--- src/assert_macros.svh ---
// Shared assertion macros; each samples on clk_i and is off while rst_ni is low
`ifndef ASSERT_MACROS_SVH
`define ASSERT_MACROS_SVH

// Same-cycle implication
`define ASSERT_IMPLIES(lbl, ante, cons, msg) \
  lbl: assert property (@(posedge clk_i) disable iff (!rst_ni) (ante) |-> (cons)) \
    else $error(msg);

// Next-cycle implication
`define ASSERT_NEXT(lbl, ante, cons, msg) \
  lbl: assert property (@(posedge clk_i) disable iff (!rst_ni) (ante) |=> (cons)) \
    else $error(msg);

`endif

--- src/lsps_pkg.sv ---
`timescale 1ns / 1ps
`default_nettype none

package lsps_pkg;

  // Field widths
  localparam int unsigned GAIN_W    = 8;
  localparam int unsigned DRIVE_W   = 8;
  localparam int unsigned ERR_W     = 3;
  localparam int unsigned DIFF_W    = 4;
  localparam int unsigned CORR_W    = 21;
  localparam int unsigned CFG_IDX_W = 2;

  // Correction saturation bounds
  localparam logic signed [CORR_W-1:0] CORR_MAX = {1'b0, {(CORR_W-1){1'b1}}};
  localparam logic signed [CORR_W-1:0] CORR_MIN = {1'b1, {(CORR_W-1){1'b0}}};

  // Position error codes
  localparam logic signed [ERR_W-1:0] ERR_FAR  = 3'sd3;
  localparam logic signed [ERR_W-1:0] ERR_NEAR = 3'sd2;
  localparam logic signed [ERR_W-1:0] ERR_EDGE = 3'sd1;
  localparam logic signed [ERR_W-1:0] ERR_LOST = -3'sd1;

  // Sensor patterns, sensor a in the top bit
  localparam logic [2:0] PAT_NONE     = 3'b000;
  localparam logic [2:0] PAT_C        = 3'b001;
  localparam logic [2:0] PAT_BC       = 3'b011;
  localparam logic [2:0] PAT_A        = 3'b100;
  localparam logic [2:0] PAT_AB       = 3'b110;

  // Configuration register indexes
  typedef enum logic [CFG_IDX_W-1:0] {
    CFG_GAIN_P     = 2'd0,
    CFG_GAIN_I     = 2'd1,
    CFG_GAIN_D     = 2'd2,
    CFG_BASE_SPEED = 2'd3
  } cfg_idx_e;

  typedef struct packed {
    logic [GAIN_W-1:0]  gain_p;
    logic [GAIN_W-1:0]  gain_i;
    logic [GAIN_W-1:0]  gain_d;
    logic [DRIVE_W-1:0] base_speed;
  } cfg_t;

  localparam cfg_t CFG_RST = '{gain_p: 8'd12, gain_i: 8'd0, gain_d: 8'd7,
                               base_speed: 8'd80};

endpackage

`default_nettype wire

--- src/line_sensor_pid_steering.sv ---
// Throughput: one sample per cycle while m_axis_tready keeps the pipeline moving;
// the error and integral loop closes in the first stage.
// Four registered stages: error and integral, weighted products, sum, wheel drives.
// Reset: gains 12, 0, 7 and base speed 80; held error and integral cleared; pipeline empty.
`timescale 1ns / 1ps
`default_nettype none

`include "assert_macros.svh"

module line_sensor_pid_steering import lsps_pkg::*; #(
  parameter int unsigned INTEGRAL_LIMIT = 4095
) (
  input  wire logic                 clk_i,
  input  wire logic                 rst_ni,
  // configuration write port
  input  wire logic                 cfg_we_i,
  input  wire logic [CFG_IDX_W-1:0] cfg_idx_i,
  input  wire logic [GAIN_W-1:0]    cfg_data_i,
  // sensor samples
  input  wire logic                 s_axis_tvalid,
  output logic                      s_axis_tready,
  input  wire logic [7:0]           s_axis_tdata,  // sensor_a, sensor_b, sensor_c, zero pad
  // steering results
  output logic                      m_axis_tvalid,
  input  wire logic                 m_axis_tready,
  output logic [39:0]               m_axis_tdata   // right_drive, left_drive, correction,
                                                   // error_value
);

  localparam int unsigned IntW = $clog2(INTEGRAL_LIMIT + 1) + 1;
  localparam logic signed [IntW-1:0] IntPos = IntW'(INTEGRAL_LIMIT);

  cfg_t                          cfg_q;
  logic                          en_a, en_b, en_c, en_d;
  logic                          va, vb, vc, vd;
  logic [2:0]                    pat;
  logic signed [ERR_W-1:0]       err_a, err_b, err_c, err_d;
  logic signed [DIFF_W-1:0]      diff_a;
  logic signed [IntW-1:0]        integ_a;
  logic signed [GAIN_W+ERR_W:0]  prod_p;
  logic signed [GAIN_W+IntW:0]   prod_i;
  logic signed [GAIN_W+DIFF_W:0] prod_d;
  logic signed [CORR_W-1:0]      corr_c, corr_d;
  logic [DRIVE_W-1:0]            right_d, left_d;

  // Configuration registers
  always_ff @(posedge clk_i or negedge rst_ni) begin
    if (!rst_ni) begin
      cfg_q <= CFG_RST;
    end else if (cfg_we_i) begin
      unique case (cfg_idx_e'(cfg_idx_i))
        CFG_GAIN_P:     cfg_q.gain_p     <= cfg_data_i;
        CFG_GAIN_I:     cfg_q.gain_i     <= cfg_data_i;
        CFG_GAIN_D:     cfg_q.gain_d     <= cfg_data_i;
        CFG_BASE_SPEED: cfg_q.base_speed <= cfg_data_i;
        default:        cfg_q            <= cfg_q;
      endcase
    end
  end

  // Advance each stage when it is empty or its successor moves
  assign en_d = !vd || m_axis_tready;
  assign en_c = !vc || en_d;
  assign en_b = !vb || en_c;
  assign en_a = !va || en_b;
  assign s_axis_tready = en_a;

  assign pat = {s_axis_tdata[0], s_axis_tdata[1], s_axis_tdata[2]};

  lsps_err_stage #(
    .IntegralLimit (INTEGRAL_LIMIT),
    .IntW          (IntW)
  ) u_err (
    .clk_i   (clk_i),
    .rst_ni  (rst_ni),
    .en_i    (en_a),
    .valid_i (s_axis_tvalid),
    .pat_i   (pat),
    .valid_o (va),
    .err_o   (err_a),
    .diff_o  (diff_a),
    .integ_o (integ_a)
  );

  lsps_mul_stage #(
    .IntW (IntW)
  ) u_mul (
    .clk_i    (clk_i),
    .rst_ni   (rst_ni),
    .en_i     (en_b),
    .valid_i  (va),
    .cfg_i    (cfg_q),
    .err_i    (err_a),
    .diff_i   (diff_a),
    .integ_i  (integ_a),
    .valid_o  (vb),
    .err_o    (err_b),
    .prod_p_o (prod_p),
    .prod_i_o (prod_i),
    .prod_d_o (prod_d)
  );

  lsps_sum_stage #(
    .IntW (IntW)
  ) u_sum (
    .clk_i    (clk_i),
    .rst_ni   (rst_ni),
    .en_i     (en_c),
    .valid_i  (vb),
    .err_i    (err_b),
    .prod_p_i (prod_p),
    .prod_i_i (prod_i),
    .prod_d_i (prod_d),
    .valid_o  (vc),
    .err_o    (err_c),
    .corr_o   (corr_c)
  );

  lsps_drive_stage u_drive (
    .clk_i   (clk_i),
    .rst_ni  (rst_ni),
    .en_i    (en_d),
    .valid_i (vc),
    .base_i  (cfg_q.base_speed),
    .err_i   (err_c),
    .corr_i  (corr_c),
    .valid_o (vd),
    .right_o (right_d),
    .left_o  (left_d),
    .corr_o  (corr_d),
    .err_o   (err_d)
  );

  assign m_axis_tvalid = vd;
  assign m_axis_tdata  = {err_d, corr_d, left_d, right_d};

  // Integral held inside its symmetric bound
  `ASSERT_IMPLIES(a_integ_bound, va, (integ_a <= IntPos) && (integ_a >= -IntPos),
    "integral outside its limit")
  // Error stays within the codes the decoder can produce
  `ASSERT_IMPLIES(a_err_range, vd, (err_d != -3'sd2) && (err_d != -3'sd3) && (err_d != -3'sd4),
    "error value out of range")
  // Zero correction leaves both wheels at base speed
  `ASSERT_IMPLIES(a_zero_corr, vd && (corr_d == '0),
    (right_d == cfg_q.base_speed) && (left_d == cfg_q.base_speed),
    "drives differ from base with zero correction")
  // An accepted sample always fills the first stage
  `ASSERT_NEXT(a_fill, s_axis_tvalid && s_axis_tready, va, "accepted sample lost")

endmodule

`default_nettype wire

--- src/lsps_err_stage.sv ---
`timescale 1ns / 1ps
`default_nettype none

module lsps_err_stage import lsps_pkg::*; #(
  parameter int unsigned IntegralLimit = 4095,
  parameter int unsigned IntW          = 13
) (
  input  wire logic                     clk_i,
  input  wire logic                     rst_ni,
  input  wire logic                     en_i,
  input  wire logic                     valid_i,
  input  wire logic [2:0]               pat_i,
  output logic                          valid_o,
  output logic signed [ERR_W-1:0]       err_o,
  output logic signed [DIFF_W-1:0]      diff_o,
  output logic signed [IntW-1:0]        integ_o
);

  localparam int unsigned SumW = IntW + 1;
  localparam logic signed [SumW-1:0] LimPos = SumW'(IntegralLimit);
  localparam logic signed [SumW-1:0] LimNeg = -LimPos;

  logic                     valid_q;
  logic signed [ERR_W-1:0]  held_q, held_d;
  logic signed [IntW-1:0]   integral_q, integral_d;
  logic signed [ERR_W-1:0]  err_q;
  logic signed [DIFF_W-1:0] diff_q, diff_d;
  logic signed [IntW-1:0]   integ_q;
  logic signed [SumW-1:0]   int_sum;
  logic                     accept;

  assign accept = valid_i & en_i;

  // Map the sensor pattern to an error; other patterns hold the last one
  always_comb begin
    held_d = held_q;
    case (pat_i) inside
      PAT_A, PAT_AB: held_d = ERR_FAR;
      PAT_BC:        held_d = ERR_NEAR;
      PAT_C:         held_d = ERR_EDGE;
      PAT_NONE:      held_d = ERR_LOST;
      default:       held_d = held_q;
    endcase
  end

  // Accumulate and clamp the integral symmetrically
  always_comb begin
    int_sum = SumW'(integral_q) + SumW'(held_d);
    if (int_sum > LimPos) begin
      integral_d = IntW'(LimPos);
    end else if (int_sum < LimNeg) begin
      integral_d = IntW'(LimNeg);
    end else begin
      integral_d = IntW'(int_sum);
    end
    diff_d = DIFF_W'(held_d) - DIFF_W'(held_q);
  end

  // Update the loop state on every accepted request
  always_ff @(posedge clk_i or negedge rst_ni) begin
    if (!rst_ni) begin
      held_q     <= '0;
      integral_q <= '0;
      valid_q    <= 1'b0;
    end else begin
      if (accept) begin
        held_q     <= held_d;
        integral_q <= integral_d;
      end
      if (en_i) begin
        valid_q <= valid_i;
      end
    end
  end

  // Stage payload
  always_ff @(posedge clk_i) begin
    if (accept) begin
      err_q   <= held_d;
      diff_q  <= diff_d;
      integ_q <= integral_d;
    end
  end

  assign valid_o = valid_q;
  assign err_o   = err_q;
  assign diff_o  = diff_q;
  assign integ_o = integ_q;

endmodule

`default_nettype wire

--- src/lsps_mul_stage.sv ---
`timescale 1ns / 1ps
`default_nettype none

module lsps_mul_stage import lsps_pkg::*; #(
  parameter int unsigned IntW = 13
) (
  input  wire logic                         clk_i,
  input  wire logic                         rst_ni,
  input  wire logic                         en_i,
  input  wire logic                         valid_i,
  input  wire cfg_t                         cfg_i,
  input  wire logic signed [ERR_W-1:0]      err_i,
  input  wire logic signed [DIFF_W-1:0]     diff_i,
  input  wire logic signed [IntW-1:0]       integ_i,
  output logic                              valid_o,
  output logic signed [ERR_W-1:0]           err_o,
  output logic signed [GAIN_W+ERR_W:0]      prod_p_o,
  output logic signed [GAIN_W+IntW:0]       prod_i_o,
  output logic signed [GAIN_W+DIFF_W:0]     prod_d_o
);

  logic                             valid_q;
  logic signed [ERR_W-1:0]          err_q;
  logic signed [GAIN_W+ERR_W:0]     prod_p_q, prod_p_d;
  logic signed [GAIN_W+IntW:0]      prod_i_q, prod_i_d;
  logic signed [GAIN_W+DIFF_W:0]    prod_d_q, prod_d_d;

  // Weight each term by its unsigned gain
  assign prod_p_d = $signed({1'b0, cfg_i.gain_p}) * err_i;
  assign prod_i_d = $signed({1'b0, cfg_i.gain_i}) * integ_i;
  assign prod_d_d = $signed({1'b0, cfg_i.gain_d}) * diff_i;

  always_ff @(posedge clk_i or negedge rst_ni) begin
    if (!rst_ni) begin
      valid_q <= 1'b0;
    end else if (en_i) begin
      valid_q <= valid_i;
    end
  end

  always_ff @(posedge clk_i) begin
    if (en_i && valid_i) begin
      err_q    <= err_i;
      prod_p_q <= prod_p_d;
      prod_i_q <= prod_i_d;
      prod_d_q <= prod_d_d;
    end
  end

  assign valid_o  = valid_q;
  assign err_o    = err_q;
  assign prod_p_o = prod_p_q;
  assign prod_i_o = prod_i_q;
  assign prod_d_o = prod_d_q;

endmodule

`default_nettype wire

--- src/lsps_sum_stage.sv ---
`timescale 1ns / 1ps
`default_nettype none

module lsps_sum_stage import lsps_pkg::*; #(
  parameter int unsigned IntW = 13
) (
  input  wire logic                         clk_i,
  input  wire logic                         rst_ni,
  input  wire logic                         en_i,
  input  wire logic                         valid_i,
  input  wire logic signed [ERR_W-1:0]      err_i,
  input  wire logic signed [GAIN_W+ERR_W:0] prod_p_i,
  input  wire logic signed [GAIN_W+IntW:0]  prod_i_i,
  input  wire logic signed [GAIN_W+DIFF_W:0] prod_d_i,
  output logic                              valid_o,
  output logic signed [ERR_W-1:0]           err_o,
  output logic signed [CORR_W-1:0]          corr_o
);

  // Wide enough for the three products and for the clamp bounds
  localparam int unsigned RawW = GAIN_W + IntW + 3;
  localparam int unsigned SumW = (RawW > CORR_W + 1) ? RawW : CORR_W + 1;
  localparam logic signed [SumW-1:0] SumMax = SumW'(CORR_MAX);
  localparam logic signed [SumW-1:0] SumMin = SumW'(CORR_MIN);

  logic                     valid_q;
  logic signed [ERR_W-1:0]  err_q;
  logic signed [CORR_W-1:0] corr_q, corr_d;
  logic signed [SumW-1:0]   sum;

  // Add the terms and clamp to the correction range
  always_comb begin
    sum = SumW'(prod_p_i) + SumW'(prod_i_i) + SumW'(prod_d_i);
    if (sum > SumMax) begin
      corr_d = CORR_MAX;
    end else if (sum < SumMin) begin
      corr_d = CORR_MIN;
    end else begin
      corr_d = CORR_W'(sum);
    end
  end

  always_ff @(posedge clk_i or negedge rst_ni) begin
    if (!rst_ni) begin
      valid_q <= 1'b0;
    end else if (en_i) begin
      valid_q <= valid_i;
    end
  end

  always_ff @(posedge clk_i) begin
    if (en_i && valid_i) begin
      err_q  <= err_i;
      corr_q <= corr_d;
    end
  end

  assign valid_o = valid_q;
  assign err_o   = err_q;
  assign corr_o  = corr_q;

endmodule

`default_nettype wire

--- src/lsps_drive_stage.sv ---
`timescale 1ns / 1ps
`default_nettype none

module lsps_drive_stage import lsps_pkg::*; (
  input  wire logic                         clk_i,
  input  wire logic                         rst_ni,
  input  wire logic                         en_i,
  input  wire logic                         valid_i,
  input  wire logic [DRIVE_W-1:0]           base_i,
  input  wire logic signed [ERR_W-1:0]      err_i,
  input  wire logic signed [CORR_W-1:0]     corr_i,
  output logic                              valid_o,
  output logic [DRIVE_W-1:0]                right_o,
  output logic [DRIVE_W-1:0]                left_o,
  output logic signed [CORR_W-1:0]          corr_o,
  output logic signed [ERR_W-1:0]           err_o
);

  localparam int unsigned MixW = CORR_W + 2;
  localparam logic signed [MixW-1:0] DriveMax = MixW'({DRIVE_W{1'b1}});

  logic                     valid_q;
  logic [DRIVE_W-1:0]       right_q, right_d;
  logic [DRIVE_W-1:0]       left_q, left_d;
  logic signed [CORR_W-1:0] corr_q;
  logic signed [ERR_W-1:0]  err_q;
  logic signed [MixW-1:0]   base_ext;
  logic signed [MixW-1:0]   mix_r, mix_l;

  // Steer both wheels about the base level and clamp to the PWM range
  always_comb begin
    base_ext = $signed(MixW'(base_i));
    mix_r    = base_ext + MixW'(corr_i);
    mix_l    = base_ext - MixW'(corr_i);
    if (mix_r < 0) begin
      right_d = '0;
    end else if (mix_r > DriveMax) begin
      right_d = '1;
    end else begin
      right_d = DRIVE_W'(mix_r);
    end
    if (mix_l < 0) begin
      left_d = '0;
    end else if (mix_l > DriveMax) begin
      left_d = '1;
    end else begin
      left_d = DRIVE_W'(mix_l);
    end
  end

  always_ff @(posedge clk_i or negedge rst_ni) begin
    if (!rst_ni) begin
      valid_q <= 1'b0;
    end else if (en_i) begin
      valid_q <= valid_i;
    end
  end

  always_ff @(posedge clk_i) begin
    if (en_i && valid_i) begin
      right_q <= right_d;
      left_q  <= left_d;
      corr_q  <= corr_i;
      err_q   <= err_i;
    end
  end

  assign valid_o = valid_q;
  assign right_o = right_q;
  assign left_o  = left_q;
  assign corr_o  = corr_q;
  assign err_o   = err_q;

endmodule

`default_nettype wire
--- config.mk ---
export PLATFORM = sky130hd
export DESIGN_NAME = line_sensor_pid_steering
export DESIGN_NICKNAME = d
export VERILOG_FILES = /design/src/lsps_pkg.sv /design/src/line_sensor_pid_steering.sv /design/src/lsps_err_stage.sv /design/src/lsps_mul_stage.sv /design/src/lsps_sum_stage.sv /design/src/lsps_drive_stage.sv
export VERILOG_INCLUDE_DIRS = /design/src /design/src/src
export SDC_FILE = /design/constraint.sdc
export NUM_CORES = 1
export LEC_CHECK = 0
export ABC_AREA = 1
export BUFFER_PORTS_ARGS = -buffer_cell sky130_fd_sc_hd__buf_2
export CORE_ASPECT_RATIO = 0.5
export CORE_MARGIN = 2
export CORE_UTILIZATION = 55
export DETAILED_ROUTE_END_ITERATION = 7
export PLACE_DENSITY_LB_ADDON = 0.08
export SLEW_MARGIN = 20
export SYNTH_ARGS = -nofsm -noshare
export SYNTH_HDL_FRONTEND = slang
export SYNTH_SLANG_ARGS = --single-unit
--- constraint.sdc ---
create_clock -name clk_i -period 6.9 [get_ports clk_i]
set_input_delay 2.07 -clock clk_i [delete_from_list [all_inputs] [get_ports clk_i]]
set_output_delay 2.07 -clock clk_i [all_outputs]
set_load 0.01 [all_outputs]
Word-level counts from Yosys, hierarchy flattened
Cells that the tools add are included.
{"block": "totals", "regBits": 186, "latchBits": 0, "ram_bits": 0, "rom_bits": 0, "input_bits": 23, "output_inout_bits": 42, "word_cells": 75, "memories": 0}
{"block": "classes", "add_sub_neg": 6, "n_mul": 3, "div": 0, "order_cmp": 8, "n_eq_ne": 7, "shifts": 0, "n_mux": 9, "bitwise": 1, "reduce_logical": 18}
{"cell": "$gt A22 B9 Y1 const B", "n": 2}
{"cell": "$lt A22 B1 Y1 const B", "n": 2}
{"cell": "$mux W13", "n": 2}
{"cell": "$add A23 B13 Y24", "n": 1}
{"cell": "$gt A24 B21 Y1 const B", "n": 1}
{"cell": "$lt A24 B21 Y1 const B", "n": 1}
{"cell": "$add A12 B22 Y23", "n": 1}
{"cell": "$add A9 B21 Y22", "n": 1}
{"cell": "$mul A9 B13 Y22", "n": 1}
{"cell": "$sub A9 B21 Y22", "n": 1}
{"cell": "$mux W21", "n": 1}
{"cell": "$mux W8", "n": 2}
{"cell": "$add A13 B3 Y14", "n": 1}
{"cell": "$gt A14 B13 Y1 const B", "n": 1}
{"cell": "$lt A14 B13 Y1 const B", "n": 1}
{"cell": "$mul A9 B4 Y13", "n": 1}
{"cell": "$mul A9 B3 Y12", "n": 1}
{"cell": "$mux W3", "n": 4}
{"cell": "$reduce_and A2 Y1", "n": 4}
{"cell": "$eq A3 B3 Y1 const B", "n": 2}
{"cell": "$eq A2 B2 Y1 const B", "n": 2}
{"cell": "$logic_not A1 Y1", "n": 4}
{"cell": "$logic_or A1 B1 Y1", "n": 4}
{"cell": "$sub A3 B3 Y4", "n": 1}
{"cell": "other kinds (8)", "n": 10}

Depth between registers and ports, before layout
{"block": "depth", "word_depth": 9, "ltp_mapped": 25, "mapped_depth_nobuf": 25}

Cells and area by module
A second synthesis with hierarchy kept.
{"block": "unflattened", "hier_cells": 2235, "area_unflattened_um2": 17757.0}
{"mod": "lsps_mul_stage", "instances": 1, "cells_per_inst": 950, "area_per_inst_um2": 7736.2, "seq_area_each_um2": 1526.5}
{"mod": "lsps_drive_stage", "instances": 1, "cells_per_inst": 435, "area_per_inst_um2": 3266.9, "seq_area_each_um2": 1226.2}
{"mod": "lsps_sum_stage", "instances": 1, "cells_per_inst": 381, "area_per_inst_um2": 2909.0, "seq_area_each_um2": 745.7}
{"mod": "lsps_err_stage", "instances": 1, "cells_per_inst": 320, "area_per_inst_um2": 2378.5, "seq_area_each_um2": 1026.0}
{"mod": "line_sensor_pid_steering", "instances": 1, "cells_per_inst": 149, "area_per_inst_um2": 1466.4, "seq_area_each_um2": 809.5}

Worst setup path after synthesis
No wires, ideal clock.
{"block": "synth_path", "kind": "input -> output", "startpoint": "input port m_axis_tready", "endpoint": "output port s_axis_tready", "arrival_ns": 2.700, "required_ns": 4.830, "path_slack_ns": 2.130, "cell_stages": 8, "n_path_buf": 0, "path_cell_list": "nor2_1 inv_1 nor2_1 inv_1 nor2_1 inv_1 nor2_1 inv_1"}
{"block": "synth_between", "elab_chain_cells": 4}
{"item": "start, declared", "line": "line_sensor_pid_steering.sv:25", "rtl": "input wire logic m_axis_tready,"}
{"item": "$logic_or A1 B1 Y1", "line": "line_sensor_pid_steering.sv:62", "rtl": "assign en_d = !vd || m_axis_tready;"}
{"item": "$logic_or A1 B1 Y1", "line": "line_sensor_pid_steering.sv:63", "rtl": "assign en_c = !vc || en_d;"}
{"item": "$logic_or A1 B1 Y1", "line": "line_sensor_pid_steering.sv:64", "rtl": "assign en_b = !vb || en_c;"}
{"item": "$logic_or A1 B1 Y1", "line": "line_sensor_pid_steering.sv:65", "rtl": "assign en_a = !va || en_b;"}
{"item": "end, declared", "line": "line_sensor_pid_steering.sv:21", "rtl": "output logic s_axis_tready,"}
Every way passes these cells.

Worst setup path after layout
Same ends and word-level chain as after synthesis.

==> reports/results.ini <==
[route]
drtPass1Iterations = 5
wire_per_inst_um = 14.3
drc_errors = 0
antenna_left = 0
first_iter_violations = 659
vias = 12192
drt-total-wl_um = 34200
vias_per_cell = 5.11

[global_routing]
grt_first_pass_wirelength_um = 58400
globalRouteTotalUtil_pct = 23.6
grt_pass1_vias = 12022
grt-ovfl-total = 0
grt_max_degree = 53
antenna_found_initial = 0

[setup_path]
critPathLaunchType = input port
crit_end = s_axis_tready
cpMaxStageDelayCell = nor2_1
reg2regPathDepth = 17
path_max_fanout = 3
rr_startpoint = cfg_q[18]
crit_type = input port to output port
crit_arrival_ns = 3.14
endpoint_kind = output port
cpPeakStageDelay_ns = 0.21
r2r_setup_slack_ns = 1.84
cp_cell_sequence = buf_2 -> nor2_1 -> inv_1 -> nor2_1 -> inv_1 -> nor2_1 -> inv_1 -> nor2_1 -> inv_1 -> buf_2
critPathLaunch = m_axis_tready
required_ns = 4.83
timing.rr.end = u_mul.prod_i_o[14]

[floorplan]
die_h_um = 126
placementRows = 44
start_util_pct = 56.3
ioPinCount = 65
dieArea_um2 = 31300
core_area_um2 = 29200
die_x_um = 248

[clocking]
cts_hold_buf = 0
cts-resized-gates = 0
htreeDepth = 4
cts_buffers = 17
clk_path_buf_depth = 2
clkSlewWorstSetupHoldPaths_ns = 0.09
cts_sinks = 186
cts_tree = done
worstSkewPairLatency_ns = 0.47
post_cts_buffers = 0
cts_root_buffer = clkbuf_16

[placement]
post-place-cells = 2355
io_buffers = 59
dp.final_hpwl_um = 26800
gp_congestion = 0.920
placed_cell_area_um2 = 17000

[timing]
grt_setup_unrepaired = false
setup_tns_ns = 0
fin_crit_ns = 5.21
setup_viol = 0
drv_slew = 0
relSlewSlack_pct = 33.1
finalClockSkew_ns = 0.0182
worstMarginPinSlew_ns = 1.00
fmax_ghz = 0.192
hold_violations = 0
min_period_over_period_pct = 75.5

[synthesis]
syn_inst = 1950
avgSynthCellArea_um2 = 8.42
ys_ff_latch = 186
yosysSeqAreaShare_pct = 32.5
ys_warn_count = 0
synth_area_um2 = 16400
synth_cell_type_count = 42
syn_nets = 2245

[outcome]
status = finished clean

[final_layout]
fin_util_pct = 60.5
layout_common_cells = 520 x nand2_1, 392 x inv_1, 140 x ha_1
finalNetCount = 2279
fin_area_um2 = 17700
drive_above_1_share_pct = 6.96
antenna_cells = 0
instances_no_fill = 2388
syn_to_final_growth_pct = 7.62
final_common_cell = nand2_1

[min_path]
hp-class = flop to flop
hp-start = u_sum.err_o[1]

[run]
cap_violations = 0

how the worst min path moves through the flow:
stage	endpoint	slack, ns	cells after the start
floorplan	u_drive.err_o[0]	0.40	0
global placement	u_drive.err_o[1]	0.40	0
detailed placement	u_drive.err_o[2]	0.40	0
CTS	u_drive.err_o[1]	0.42	0
global route	u_sum.err_o[0]	0.43	0
finish	u_drive.err_o[1]	0.42	0
layer usage:
metal | part of all wire [%] | vias up | wire length [µm] | track usage (%)
li1 | - | 6172 | - | -
met1 | 49 | 5763 | 16800 | 33.6
met2 | 45 | 219 | 15500 | 38.1
met3 | 4.1 | 38 | 1410 | 3.41
met4 | 1.5 | 0 | 507 | 6.23
met5 | 0 | - | 0 | 0
Yosys cell counts (all sizes together):
library cell  number  area (µm²)
nand3             95         485
inv              396        1490
o21a               2        15.0
fa               132        2640
a221oi             1        8.76
and2               1        6.26
nor2             113         447
o2111ai            1        8.76
nand4             14        87.6
a21boi             2        15.0
a21oi             75         387
a21o              11        82.6
buf               16         118
dfrtp             45        1130
a31oi             21         131
or2               12        75.1
o21bai            11        82.6
nand2            528        2000
nor3              16        85.1
o21ai             64         328
nor4               2        12.5
xor2              52         463
nand3b             5        37.5
xnor2             21         184
clkbuf            31         121
edfxtp           134        4020
o211a              1        10.0
ha               140        1750
and3               1        6.26
dfstp              7         184
flip-flops by register name, indices dropped and copies added (netlist names):
signal / count
u_drive.err_o: 3
u_mul.err_o: 3
u_drive.right_o: 8
u_drive.left_o: 8
u_err.valid_o: 1
u_mul.prod_d_o: 13
u_sum.valid_o: 1
u_drive.corr_o: 21
u_mul.valid_o: 1
u_err.diff_o: 4
u_mul.prod_p_o: 12
u_err.integ_o: 13
u_sum.corr_o: 21
u_err.err_o: 3
u_err.held_q: 3
cfg_q: 32
u_drive.valid_o: 1
u_err.integral_q: 13
u_sum.err_o: 3
u_mul.prod_i_o: 22
layout make-up:
cell class	count	area, µm²
clock buffer	17	425
clock inverter	15	234
fill	2604	11500
inverter	396	1490
multi-input combinational	1321	9360
sequential	186	5330
tap	391	489
timing repair buffer	62	330
through the flow:
stage	hold WS (ns)	worst slack, ns
3_3_place_gp	0.402	1.48
5_1_grt	0.433	1.48
3_5_place_dp	0.405	1.44
2_1_floorplan	0.400	2.13
6_report	0.420	1.69
4_1_cts	0.419	1.69
worst max-delay path: cells and delay by family:
kind	cells	cell delay [ns]
AND/OR/NAND/NOR	4	0.54
buffers and inverters	6	0.54
logic make-up (layout without fill, tap and decap cells):
| logic type | Yosys count | count (layout) | synth area share, % |
|---|---|---|---|
| adder cells (fa/ha/maj) | 272 | 272 | 26.8 |
| AO/OA/AOI/OAI | 189 | 189 | 6.51 |
| buffers and inverters | 443 | 490 | 10.5 |
| AND/OR/NAND/NOR | 787 | 787 | 19.8 |
| XOR/XNOR | 73 | 73 | 3.94 |
| flip-flops | 186 | 186 | 32.5 |
Power is not shown: default switching activity piles up to over one toggle a cycle in this logic, so the estimate is an artifact.
